File: config.mk
export PLATFORM = sky130hd
export DESIGN_NAME = number_to_ascii_formatter
export DESIGN_NICKNAME = d
export VERILOG_FILES = /design/src/rtl/n2a_pkg.sv /design/src/rtl/number_to_ascii_formatter.sv
export VERILOG_INCLUDE_DIRS = /design/src /design/src/rtl
export SDC_FILE = /design/constraint.sdc
export NUM_CORES = 1
export LEC_CHECK = 0
export ABC_AREA = 0
export BUFFER_PORTS_ARGS = -buffer_cell sky130_fd_sc_hd__buf_2
export CORE_MARGIN = 4
export CORE_UTILIZATION = 35
export CTS_CLUSTER_DIAMETER = 60
export DETAILED_ROUTE_END_ITERATION = 6
export PLACE_DENSITY = 0.57
export SETUP_SLACK_MARGIN = 0.4
export SYNTH_ARGS = -nofsm -noshare
export SYNTH_HDL_FRONTEND = slang
export SYNTH_SLANG_ARGS = --single-unit
File: constraint.sdc
create_clock -name clk_i -period 6.17 [get_ports clk_i]
set_input_delay 1.234 -clock clk_i [delete_from_list [all_inputs] [get_ports clk_i]]
set_output_delay 1.234 -clock clk_i [all_outputs]
set_load 0.01 [all_outputs]
File: src/rtl/number_to_ascii_formatter_defines.svh
// -----------------------------------------------------------------------------
// Number to ASCII formatter assertion macros
// Shared property forms for the concurrent checks of the formatter.
// -----------------------------------------------------------------------------
`ifndef NUMBER_TO_ASCII_FORMATTER_DEFINES_SVH
`define NUMBER_TO_ASCII_FORMATTER_DEFINES_SVH

// Same-cycle implication, checked outside reset.
`define N2A_ASSERT_NOW(label, clk, rstn, ante, cons) \
  label: assert property (@(posedge clk) disable iff (!rstn) (ante) |-> (cons)) \
    else $error("assertion failed");

// Next-cycle implication, checked outside reset.
`define N2A_ASSERT_NEXT(label, clk, rstn, ante, cons) \
  label: assert property (@(posedge clk) disable iff (!rstn) (ante) |=> (cons)) \
    else $error("assertion failed");

`endif

File: src/rtl/n2a_pkg.sv
// -----------------------------------------------------------------------------
// Number to ASCII formatter package
// Command codes, character constants and the pipeline payload type.
// -----------------------------------------------------------------------------
package n2a_pkg;

  localparam int unsigned CmdW     = 3;
  localparam int unsigned ValueW   = 16;
  localparam int unsigned CharW    = 8;
  localparam int unsigned MaxChars = 8;
  localparam int unsigned BcdW     = 20;
  localparam int unsigned ShiftW   = BcdW + ValueW;
  localparam int unsigned InDataW  = 24;
  localparam int unsigned OutDataW = 8;

  localparam logic [CmdW-1:0] CMD_HEX_BYTE  = 3'd0;
  localparam logic [CmdW-1:0] CMD_HEX_WORD  = 3'd1;
  localparam logic [CmdW-1:0] CMD_BIN_BYTE  = 3'd2;
  localparam logic [CmdW-1:0] CMD_UDEC_BYTE = 3'd3;
  localparam logic [CmdW-1:0] CMD_SDEC_BYTE = 3'd4;
  localparam logic [CmdW-1:0] CMD_UDEC_WORD = 3'd5;
  localparam logic [CmdW-1:0] CMD_NEWLINE   = 3'd6;

  localparam logic [CharW-1:0] CHAR_ZERO   = 8'd48;
  localparam logic [CharW-1:0] CHAR_ONE    = 8'd49;
  localparam logic [CharW-1:0] CHAR_ALPHA  = 8'd55;
  localparam logic [CharW-1:0] CHAR_MINUS  = 8'd45;
  localparam logic [CharW-1:0] CHAR_CR     = 8'd13;
  localparam logic [CharW-1:0] CHAR_LF     = 8'd10;

  typedef struct packed {
    logic [CmdW-1:0]   cmd;
    logic [ValueW-1:0] value;
    logic              neg;
    logic [ShiftW-1:0] sr;
  } pipe_t;

endpackage

File: src/rtl/number_to_ascii_formatter.sv
// -----------------------------------------------------------------------------
// Number to ASCII formatter
// Turns a format command and a 16-bit value into a run of ASCII characters.
// -----------------------------------------------------------------------------
// Usage:
// An item enters on the s_axis channel: tdata carries the command in bits
// 2:0 and the value in bits 18:3. Each item gives one to eight characters on
// the m_axis channel, one character per item there, with tlast on the final
// character of the run. Command 7 gives no characters.
// The value passes a five-stage pipeline (sign handling, then four stages
// of four binary-to-BCD steps each) and then a character buffer that sends
// one character per cycle while the receiver is ready. The first character
// of an item shows on m_axis once the buffer has loaded it from the last stage.
// An item can be accepted in every cycle until the pipeline fills; in steady
// state the output rate of one character per cycle sets the pace, as an item
// leaves the pipeline only when the buffer is free for its characters.
// Reset clears all valid flags; no item is held afterwards. When the
// receiver stalls, the character buffer holds its item and the pipeline
// fills stage by stage before s_axis_tready drops; nothing is lost.
// -----------------------------------------------------------------------------
`include "number_to_ascii_formatter_defines.svh"

module number_to_ascii_formatter (
  input  logic                         clk_i,
  input  logic                         rst_ni,
  input  logic                         s_axis_tvalid_i,
  output logic                         s_axis_tready_o,
  // Fields from bit 0 up: cmd [2:0], value [18:3], zero fill [23:19].
  input  logic [n2a_pkg::InDataW-1:0]  s_axis_tdata_i,
  output logic                         m_axis_tvalid_o,
  input  logic                         m_axis_tready_i,
  // Fields from bit 0 up: ascii_char [7:0].
  output logic [n2a_pkg::OutDataW-1:0] m_axis_tdata_o,
  output logic                         m_axis_tlast_o
);

  import n2a_pkg::*;

  localparam int unsigned Stages = 5;

  function automatic logic [ShiftW-1:0] dabble4(input logic [ShiftW-1:0] sr_in);
    logic [ShiftW-1:0] sr;
    sr = sr_in;
    for (int s = 0; s < 4; s++) begin
      for (int d = 0; d < 5; d++) begin
        if (sr[ValueW+4*d +: 4] >= 4'd5) begin
          sr[ValueW+4*d +: 4] = sr[ValueW+4*d +: 4] + 4'd3;
        end
      end
      sr = {sr[ShiftW-2:0], 1'b0};
    end
    return sr;
  endfunction

  function automatic logic [CharW-1:0] hex_char(input logic [3:0] nib);
    return (nib > 4'd9) ? ({4'd0, nib} + CHAR_ALPHA) : ({4'd0, nib} + CHAR_ZERO);
  endfunction

  logic [CmdW-1:0]   in_cmd;
  logic [ValueW-1:0] in_value;
  logic [7:0]        in_lo;
  pipe_t             in_item;

  logic [Stages-1:0] vld_q, vld_d;
  logic [Stages:0]   rdy;
  pipe_t             stg_q [Stages];
  pipe_t             stg_d [Stages];

  logic [CharW-1:0]  fmt_chars [MaxChars];
  logic [3:0]        fmt_len;
  logic [3:0]        dig [5];
  logic [2:0]        num_dig;
  pipe_t             fmt_item;

  logic [CharW-1:0]  ser_chars_q [MaxChars];
  logic [CharW-1:0]  ser_chars_d [MaxChars];
  logic [3:0]        ser_len_q, ser_len_d;
  logic [2:0]        ser_idx_q, ser_idx_d;
  logic              ser_busy_q, ser_busy_d;
  logic              out_acc, out_last, ser_free, ser_load;

  assign in_cmd   = s_axis_tdata_i[CmdW-1:0];
  assign in_value = s_axis_tdata_i[CmdW +: ValueW];
  assign in_lo    = in_value[7:0];

  always_comb begin
    in_item       = '0;
    in_item.cmd   = in_cmd;
    in_item.value = in_value;
    in_item.neg   = (in_cmd == CMD_SDEC_BYTE) && in_lo[7];
    if (in_cmd == CMD_UDEC_WORD) begin
      in_item.sr[ValueW-1:0] = in_value;
    end else if (in_item.neg) begin
      in_item.sr[ValueW-1:0] = {8'd0, 8'(-in_lo)};
    end else begin
      in_item.sr[ValueW-1:0] = {8'd0, in_lo};
    end
  end

  always_comb begin
    rdy[Stages] = ser_free || (fmt_len == 4'd0);
    for (int k = Stages - 1; k >= 0; k--) begin
      rdy[k] = !vld_q[k] || rdy[k+1];
    end
    stg_d[0] = rdy[0] ? in_item : stg_q[0];
    vld_d[0] = rdy[0] ? s_axis_tvalid_i : vld_q[0];
    for (int k = 1; k < Stages; k++) begin
      stg_d[k] = rdy[k] ? pipe_t'({stg_q[k-1].cmd, stg_q[k-1].value, stg_q[k-1].neg,
                                   dabble4(stg_q[k-1].sr)})
                        : stg_q[k];
      vld_d[k] = rdy[k] ? vld_q[k-1] : vld_q[k];
    end
  end

  assign s_axis_tready_o = rdy[0];

  always_ff @(posedge clk_i or negedge rst_ni) begin
    if (!rst_ni) begin
      vld_q <= '0;
    end else begin
      vld_q <= vld_d;
    end
  end

  always_ff @(posedge clk_i) begin
    for (int k = 0; k < Stages; k++) begin
      stg_q[k] <= stg_d[k];
    end
  end

  assign fmt_item = stg_q[Stages-1];

  always_comb begin
    for (int d = 0; d < 5; d++) begin
      dig[d] = fmt_item.sr[ValueW+4*d +: 4];
    end
    if (dig[4] != 4'd0) begin
      num_dig = 3'd5;
    end else if (dig[3] != 4'd0) begin
      num_dig = 3'd4;
    end else if (dig[2] != 4'd0) begin
      num_dig = 3'd3;
    end else if (dig[1] != 4'd0) begin
      num_dig = 3'd2;
    end else begin
      num_dig = 3'd1;
    end
  end

  always_comb begin
    for (int p = 0; p < MaxChars; p++) begin
      fmt_chars[p] = '0;
    end
    fmt_len = '0;
    case (fmt_item.cmd)
      CMD_HEX_BYTE: begin
        fmt_chars[0] = hex_char(fmt_item.value[7:4]);
        fmt_chars[1] = hex_char(fmt_item.value[3:0]);
        fmt_len      = 4'd2;
      end
      CMD_HEX_WORD: begin
        fmt_chars[0] = hex_char(fmt_item.value[15:12]);
        fmt_chars[1] = hex_char(fmt_item.value[11:8]);
        fmt_chars[2] = hex_char(fmt_item.value[7:4]);
        fmt_chars[3] = hex_char(fmt_item.value[3:0]);
        fmt_len      = 4'd4;
      end
      CMD_BIN_BYTE: begin
        for (int p = 0; p < 8; p++) begin
          fmt_chars[p] = fmt_item.value[7-p] ? CHAR_ONE : CHAR_ZERO;
        end
        fmt_len = 4'd8;
      end
      CMD_UDEC_BYTE, CMD_SDEC_BYTE, CMD_UDEC_WORD: begin
        if (fmt_item.neg) begin
          fmt_chars[0] = CHAR_MINUS;
          for (int p = 0; p < 5; p++) begin
            if (3'(p) < num_dig) begin
              fmt_chars[p+1] = {4'd0, dig[num_dig - 3'(p) - 3'd1]} + CHAR_ZERO;
            end
          end
        end else begin
          for (int p = 0; p < 5; p++) begin
            if (3'(p) < num_dig) begin
              fmt_chars[p] = {4'd0, dig[num_dig - 3'(p) - 3'd1]} + CHAR_ZERO;
            end
          end
        end
        fmt_len = {1'b0, num_dig} + {3'd0, fmt_item.neg};
      end
      CMD_NEWLINE: begin
        fmt_chars[0] = CHAR_CR;
        fmt_chars[1] = CHAR_LF;
        fmt_len      = 4'd2;
      end
      default: begin
        fmt_len = '0;
      end
    endcase
  end

  assign out_acc  = ser_busy_q && m_axis_tready_i;
  assign out_last = (({1'b0, ser_idx_q} + 4'd1) == ser_len_q);
  assign ser_free = !ser_busy_q || (out_acc && out_last);
  assign ser_load = vld_q[Stages-1] && ser_free && (fmt_len != 4'd0);

  always_comb begin
    ser_chars_d = ser_chars_q;
    ser_len_d   = ser_len_q;
    ser_idx_d   = ser_idx_q;
    ser_busy_d  = ser_busy_q;
    if (ser_load) begin
      ser_chars_d = fmt_chars;
      ser_len_d   = fmt_len;
      ser_idx_d   = '0;
      ser_busy_d  = 1'b1;
    end else if (out_acc) begin
      if (out_last) begin
        ser_busy_d = 1'b0;
      end else begin
        ser_idx_d = ser_idx_q + 3'd1;
      end
    end
  end

  always_ff @(posedge clk_i or negedge rst_ni) begin
    if (!rst_ni) begin
      ser_busy_q <= 1'b0;
      ser_idx_q  <= '0;
      ser_len_q  <= '0;
    end else begin
      ser_busy_q <= ser_busy_d;
      ser_idx_q  <= ser_idx_d;
      ser_len_q  <= ser_len_d;
    end
  end

  always_ff @(posedge clk_i) begin
    ser_chars_q <= ser_chars_d;
  end

  assign m_axis_tvalid_o = ser_busy_q;
  assign m_axis_tdata_o  = ser_chars_q[ser_idx_q];
  assign m_axis_tlast_o  = out_last;

  `N2A_ASSERT_NOW(a_idx_in_run, clk_i, rst_ni, ser_busy_q,
                  ({1'b0, ser_idx_q} < ser_len_q) && (ser_len_q <= 4'd8))
  `N2A_ASSERT_NOW(a_load_when_free, clk_i, rst_ni, ser_load,
                  !ser_busy_q || (out_acc && out_last))
  `N2A_ASSERT_NEXT(a_run_ends, clk_i, rst_ni, out_acc && out_last && !ser_load,
                   !m_axis_tvalid_o)

endmodule

# After elaboration in Yosys (flattened, before gate mapping)
# Memory sizes are Yosys's and may differ from the RTL's.
# Index checks and enable logic that the tools add are counted.
# totals
register_bits,77
latchBits,0
mem_bits_rw,280
romBits,0
input_bits,28
out_inout_bits,11
elab_cells,402
mem_count,1
# memory_table
memory,words,width,rd,rd_ports_with_merged_regs,write_ports,line,text
stg_q,5,56,5,0,5,number_to_ascii_formatter.sv:66,pipe_t stg_q [Stages];
# classes
add_sub_neg,105
mul,0
div,0
n_lt_le_gt_ge,95
eq_ne,10
shift,0
n_mux,138
n_bitwise,6
n_reduce_logical,31
# ops
operator,n
">= comparator 4 x 3 -> 1 bit, second input constant",80
two-way mux 4 bit,74
two-way mux 56 bit,5
"adder 4 x 2 -> 4 bit, second input constant",64
"adder 4 x 6 -> 7 bit, second input constant",13
case mux 16 bit (5 select lines),1
two-way mux 3 bit,21
two-way mux 7 bit,9
binary-select mux 4 bit (select 3 bit),5
"adder 3 x 2 -> 3 bit, second input constant",16
case mux 16 bit (3 select lines),1
two-way mux 39 bit,1
two-way mux 8 bit,4
case mux 16 bit (2 select lines),1
binary-select mux 8 bit (select 3 bit),1
">= comparator 4 bit, second input constant",6
inverter 3 -> 4 bit,6
nonzero test 4 bit,5
"> comparator 4 bit, second input constant",4
two-way mux 16 bit,1
case mux 4 bit (4 select lines),1
"== test 3 bit, second input constant",5
"subtractor 3 x 1 -> 3 bit, second input constant",5
two-way mux 1 bit,11
other kinds (23),45

# Longest topological paths before layout
# Gate-level depths: netlist of run 1.
# An unclocked memory read counts as a cell.
# logic_depth
depth_word,16
ltp_mapped,21
mapped_depth_nobuf,21

# Worst setup path after synthesis of run 1
# Ideal clock, no wire load.
# synth_timing
path_type,reg2out
startpoint,memory stg_q[0][249] in the netlist's numbering
endpoint,output s_axis_tready_o
t_arrival_ps,3727
required_time_ps,4936
slack_ps,1209
stages_incl_launch_ff,12
n_path_buf,1
path_cell_list,edfxtp_1 -> or4_1 -> o21ai_1 -> nand2_2 -> buf_2 -> ha_1 -> ha_1 -> o21ai_0 -> a21oi_1 -> or3_1 -> and4_1 -> nand4_1
# synth_lines
item,line,text
start: declaration,number_to_ascii_formatter.sv:66,
end: declaration,number_to_ascii_formatter.sv:27,"output logic s_axis_tready_o,"

==> out/qor.yml, run 1 <==
synth:
  syn_inst_count: 1272
  synth_edf_count: 226
  syn-num-nets: 1349
  synth_seq_cells: 239
  avgSynthCellArea_um2: 10.9
  register_area_share_after_synthesis_pct: 51.2
  synth.lib_cells_used.distinct: 104
  yosys_most_used_dff: "edfxtp_1"
  cell_area_after_synthesis_um2: 13900
  synth-warning-count: 0
  synthArstFlopShare_pct: 5.44
layout:
  flow.area_growth_from_synthesis_pct: 10.7
  antenna_cells: 0
  layout_common_cells: "edfxtp_1 (226), nand2_1 (117), nor2_1 (112)"
  multi_input_area_um2: 6330
  layout-drive-gt1-share_pct: 13.0
  final_common_cell: "edfxtp_1"
  final_nets: 1369
  layout.filler_cells: 3787
  seq_area_um2: 7110
clocking:
  post_cts.resized_instances: 0
  cts_hold_buffers: 0
  register_clock_pin_slew_on_the_reported_worst_setup_and_hold_paths_ps: 60
  tritoncts_buffer_count: 27
  postCtsSetupBuffers: 0
  htreeDepth: 1
  max-clock-path-buffers: 3
  clock_sinks: 239
  clock_root_buffer: "clkbuf_16"
  clock_insertion_delay_worst_skew_ps: 550
  tritoncts: "yes"
detailed_routing:
  drt_drc_violations_left: 0
  post_drt_wl_per_cell_um: 14.9
  drt_via_density: 5.18
  drt_pass1_iterations: 6
  routed-via-count: 9482
  drt.antenna.violating_nets: 0
  drt_wl_total_mm: 27.2
  first_iter_violations: 643
sta:
  timing_hold_violations_final: 0
  worstMarginPinSlew_ps: 1080
  timing.max_slew.rel_slack_pct: 27.4
  min_tclk_post_route_ps: 5290
  highest_achievable_clock_rate_mhz: 189
  unrepaired_setup_endpoints_after_global_routing: "no"
  finClkSkew_ps: 20.0
  min_period_over_period_pct: 85.7
  setup_viol: 0
  drv_slew: 0
  fin_setup_tns_ps: 0
die:
  top_level_ports: 39
  die_w_um: 207
  rows: 72
  die_area_um2: 43000
  initial_utilization_pct: 35.7
  core-area_um2: 38900
  chipHeight_um: 207
setup_path:
  timing.critical_path.required_ps: 4940
  timing.setup.critical_path_class: "flip-flop to output pin"
  crit_path_cell_trace: "nor4_1 -> o21ai_1 -> nand2_2 -> ha_1 -> ha_1 -> o21ai_0 -> a21oi_1 -> or3_1 -> and4_1 -> nand4_1 -> buf_2"
  regToRegStartpoint: "stg_q[0][72]"
  rr_endpoint: "stg_q[0][133]"
  timing.critical_path.slowest_cell_delay_ps: 670
  timing.critical_path.fanout_max: 20
  critPathSlowestCell: "nor4_1"
  setup.worst_path.start_class: "flip-flop"
  r2r_slack_ps: 1490
  critPathArrivalTime_ps: 4050
  r2r.worst_path.cells: 19
  cp_common_cell: "ha_1"
  setup.worst_path.end_class: "output pin"
global_route:
  global_route.usage.met2_pct: 20.0
  grt_max_degree: 41
  groute.layer.met3.usage_pct: 1.78
  first_global_vias: 8924
  grt_util_all_layers_pct: 12.2
  first_pass_grt_wire_length_mm: 45.5
  grt_antenna_before_repair: 0
  grt.overflow.total: 0
  grt.met1_usage_pct: 17.2
  busiest_layer: "met2"
flow_run:
  max_cap_violations: 0
placed_design:
  dpl_wire_length_mm: 19.8
  gp_congestion: 0.937
  portBuffers: 32
hold_path:
  hold_path.class: "flip-flop to flip-flop"
  min_delay_path_depth: 0
  hold_start: "stg_q[0][66]"
  whs_endpoint: "stg_q[0][126]"
run_status:
  run_status: "complete, no violations"
[through the flow]
step	std cells	hold WS, ps	instance area, um^2	setup WS, ps	utilization [%]
final	1829	417	15400	882	39.5
after global routing	1829	420	15400	558	39.5
after CTS	1829	416	15400	873	39.5
after detailed placement	1781	405	14600	1460	37.4
after global placement	1781	400	14600	1450	37.4
after floorplan	1272	400	13900	1210	-
[final cells by class]
cell class | count | share of cell area [%]
inverter | 70 | 1.71
sequential | 239 | 46.2
tap | 518 | 4.21
clock inverter | 14 | 0.724
multi-input combinational | 915 | 41.1
clock buffer | 34 | 4.63
timing repair buffer | 39 | 1.38
[layer usage]
| layer | part of all wire, % | wire length, um |
|---|---|---|
| met1 | 48 | 12900 |
| met2 | 46 | 12600 |
| met3 | 4.1 | 1110 |
| met4 | 2.1 | 573 |
| met5 | 0 | 0 |
[state kept, by name (all words and copies together) (netlist names)]
register         cells
ser_len_q            4
vld_q                5
ser_idx_q            3
m_axis_tvalid_o      1
stg_q              185
ser_chars_q         41
[how the worst max path moves through the flow]
stage | to | slack [ps] | start | cells after the start
2_1_floorplan | s_axis_tready_o | 1210 | stg_q[0][249] | 11
3_3_place_gp | s_axis_tready_o | 1450 | stg_q[0][253] | 11
3_5_place_dp | s_axis_tready_o | 1460 | stg_q[0][253] | 11
4_1_cts | s_axis_tready_o | 870 | stg_q[0][253] | 11
5_1_grt | s_axis_tready_o | 560 | stg_q[0][257] | 10
6_report | s_axis_tready_o | 880 | stg_q[0][253] | 11
[logic make-up after synthesis]
kind of cell               Yosys count  synth area share (%)
xor gates and xnor gates            49                  3.66
muxes                               61                  5.51
other                                1                0.0270
AOI/OAI and AO/OA                  382                  18.9
adders and majority gates           51                  4.56
DFF                                239                  51.2
and+or+nand+nor                    371                  12.7
buffers and inverters              118                  3.39
[cell usage after synthesis, types with 5 or more instances]
| cell | count | area, um^2 |
|---|---|---|
| nand3_1 | 22 | 110 |
| o21ai_1 | 21 | 105 |
| nor3_1 | 18 | 90.1 |
| o211ai_1 | 15 | 113 |
| inv_1 | 64 | 240 |
| nand2_1 | 117 | 439 |
| mux2i_1 | 31 | 310 |
| a21oi_2 | 5 | 43.8 |
| nor3b_1 | 11 | 82.6 |
| o21ai_0 | 68 | 340 |
| a22oi_1 | 11 | 82.6 |
| a31oi_1 | 14 | 87.6 |
| xor2_1 | 10 | 87.6 |
| nor4_1 | 5 | 31.3 |
| mux4_2 | 9 | 203 |
| xnor2_1 | 30 | 263 |
| mux2_2 | 16 | 180 |
| dfrtp_1 | 13 | 325 |
| a22o_1 | 6 | 52.6 |
| xnor2_2 | 5 | 81.3 |
| o221ai_1 | 7 | 61.3 |
| nor2b_1 | 8 | 50.1 |
| a21o_1 | 13 | 97.6 |
| a21boi_0 | 6 | 45.0 |
| a21oi_1 | 83 | 415 |
| and2_1 | 14 | 87.6 |
| nor2_1 | 112 | 420 |
| a211oi_1 | 14 | 105 |
| buf_2 | 7 | 35.0 |
| edfxtp_1 | 226 | 6790 |
| clkbuf_1 | 36 | 135 |
| o21a_1 | 15 | 113 |
| ha_1 | 49 | 613 |
| o32ai_1 | 7 | 61.3 |
| nand2b_1 | 25 | 156 |
| o21bai_1 | 6 | 45.0 |
| o22ai_1 | 28 | 175 |
[critical path, delay by kind of cell (launching register included)]
kind                       cells  cell delay [ps]
AOI/OAI and AO/OA              3              430
and+or+nand+nor                5             1990
DFF                            1              420
adders and majority gates      2              500
buffers and inverters          1              180
Power of run 1 is left out: the tool's default activity adds up to more than one toggle a clock period on the data nets, which glitch-free logic cannot reach.
==> inputs of run 2 (changes only) <==
- CORE_MARGIN: 4 -> 1.5
==> run 2 against run 1 <==
Non-clock buffer count stayed put; die area is 4.8% lower; first-iteration DRC count is 6.4% higher; core utilization hardly changed; final area is 0.12% higher; critical path type unchanged; largest cell class unchanged.
==> out/qor.yml, run 2 (same netlist as run 1, synthesis figures left out) <==
setup_path:
  regToRegStartpoint: "stg_q[0][73]"
  timing.critical_path.fanout_max: 20
  critPathArrivalTime_ps: 4140
  setup.worst_path.end_class: "output pin"
  critPathLaunch: "stg_q[0][253]"
  setup.worst_path.start_class: "flip-flop"
  timing.critical_path.required_ps: 4940
  r2r.worst_path.cells: 19
  r2r_slack_ps: 1450
  worst_setup_path_end: "s_axis_tready_o"
  timing.setup.critical_path_class: "flip-flop to output pin"
  rr_endpoint: "stg_q[0][133]"
layout:
  largest_register_ffs: 185
  flow.area_growth_from_synthesis_pct: 10.9
  final_nets: 1369
  largest_registers: "stg_q x185, ser_chars_q x41, vld_q x5"
  final_common_cell: "edfxtp_1"
  reg_with_most_ffs: "stg_q"
  layout_common_cells: "edfxtp_1 (226), nand2_1 (117), nor2_1 (112)"
  finish.utilization_pct: 39.6
  layout-drive-gt1-share_pct: 13.1
  antenna_cells: 0
sta:
  min_tclk_post_route_ps: 5370
  fin_setup_tns_ps: 0
  finClkSkew_ps: 17.5
  highest_achievable_clock_rate_mhz: 186
  min_period_over_period_pct: 87.0
  worst_slack_ps: 801
  worstMarginPinSlew_ps: 1180
  setup_viol: 0
  unrepaired_setup_endpoints_after_global_routing: "no"
  timing_hold_violations_final: 0
  drv_slew: 0
  timing.max_slew.rel_slack_pct: 20.9
clocking:
  clock_insertion_delay_worst_skew_ps: 550
  tritoncts_buffer_count: 27
  postCtsSetupBuffers: 0
  htreeDepth: 1
  cts_hold_buffers: 0
  register_clock_pin_slew_on_the_reported_worst_setup_and_hold_paths_ps: 60
  clock_sinks: 239
  post_cts.resized_instances: 0
  max-clock-path-buffers: 3
  tritoncts: "yes"
  clock_root_buffer: "clkbuf_16"
detailed_routing:
  drt.antenna.violating_nets: 0
  drt_via_density: 5.24
  routed-via-count: 9590
  post_drt_wl_per_cell_um: 15.0
  first_iter_violations: 684
  drt_drc_violations_left: 0
  drt_pass1_iterations: 5
  drt_wl_total_mm: 27.4
die:
  die_w_um: 202
  chipHeight_um: 202
  top_level_ports: 39
  rows: 72
  die_area_um2: 40900
  initial_utilization_pct: 35.7
  core-area_um2: 38900
global_route:
  grt.overflow.total: 0
  grt_antenna_before_repair: 0
  first_global_vias: 9022
  first_pass_grt_wire_length_mm: 45.4
  grt_max_degree: 41
  grt_util_all_layers_pct: 13.3
placed_design:
  dpl_worst_slack_ps: 1410
  portBuffers: 32
  dpl_wire_length_mm: 20.0
  gp_congestion: 0.906
flow_run:
  max_cap_violations: 0
run_status:
  run_status: "complete, no violations"
hold_path:
  hold_path.class: "flip-flop to flip-flop"
## run 2: worst max-delay path, stage by stage, from the launching register on
cell and delay, ps:
edfxtp_1 440, nor4_1 700, o21ai_1 180, nand2_2 410
ha_1 240, ha_1 260, o21ai_0 170, a21oi_1 80
or3_1 420, and4_1 290, nand4_1 210, buf_2 180
## run 2: cell type report
cell class,count,area [um^2]
fill,3785,23500
sequential,239,7110
multi-input combinational,915,6330
clock buffer,32,694
tap,518,648
inverter,70,263
timing repair buffer,39,213
clock inverter,16,148
## run 2: how the worst min path moves through the flow
stage                        from       endpoint  slack, ps  cells after the start
detailed placement   stg_q[0][45]  stg_q[0][101]        400                      0
CTS                  stg_q[0][61]  stg_q[0][121]        410                      0
floorplan            stg_q[0][44]  stg_q[0][100]        400                      0
global placement     stg_q[0][55]  stg_q[0][111]        400                      0
finish               stg_q[0][61]  stg_q[0][121]        410                      0
global route        stg_q[0][163]  stg_q[0][219]        420                      0
## run 2: routing by layer
layer	vias up	global-route usage (%)	routed length, um
li1	4804	-	-
met1	4541	18.2	12900
met2	189	21.6	12500
met3	56	2.16	1130
met4	0	4.29	806
met5	-	0	0
## run 2: metrics by stage
stage	cell area, um^2	hold slack (ps)	instances
detailed placement	14600	405	1781
finish	15400	411	1829
CTS	15400	413	1829
global route	15400	420	1829
global placement	14600	401	1781
floorplan	13900	400	1272
Power of run 2 is left out for the same reason.
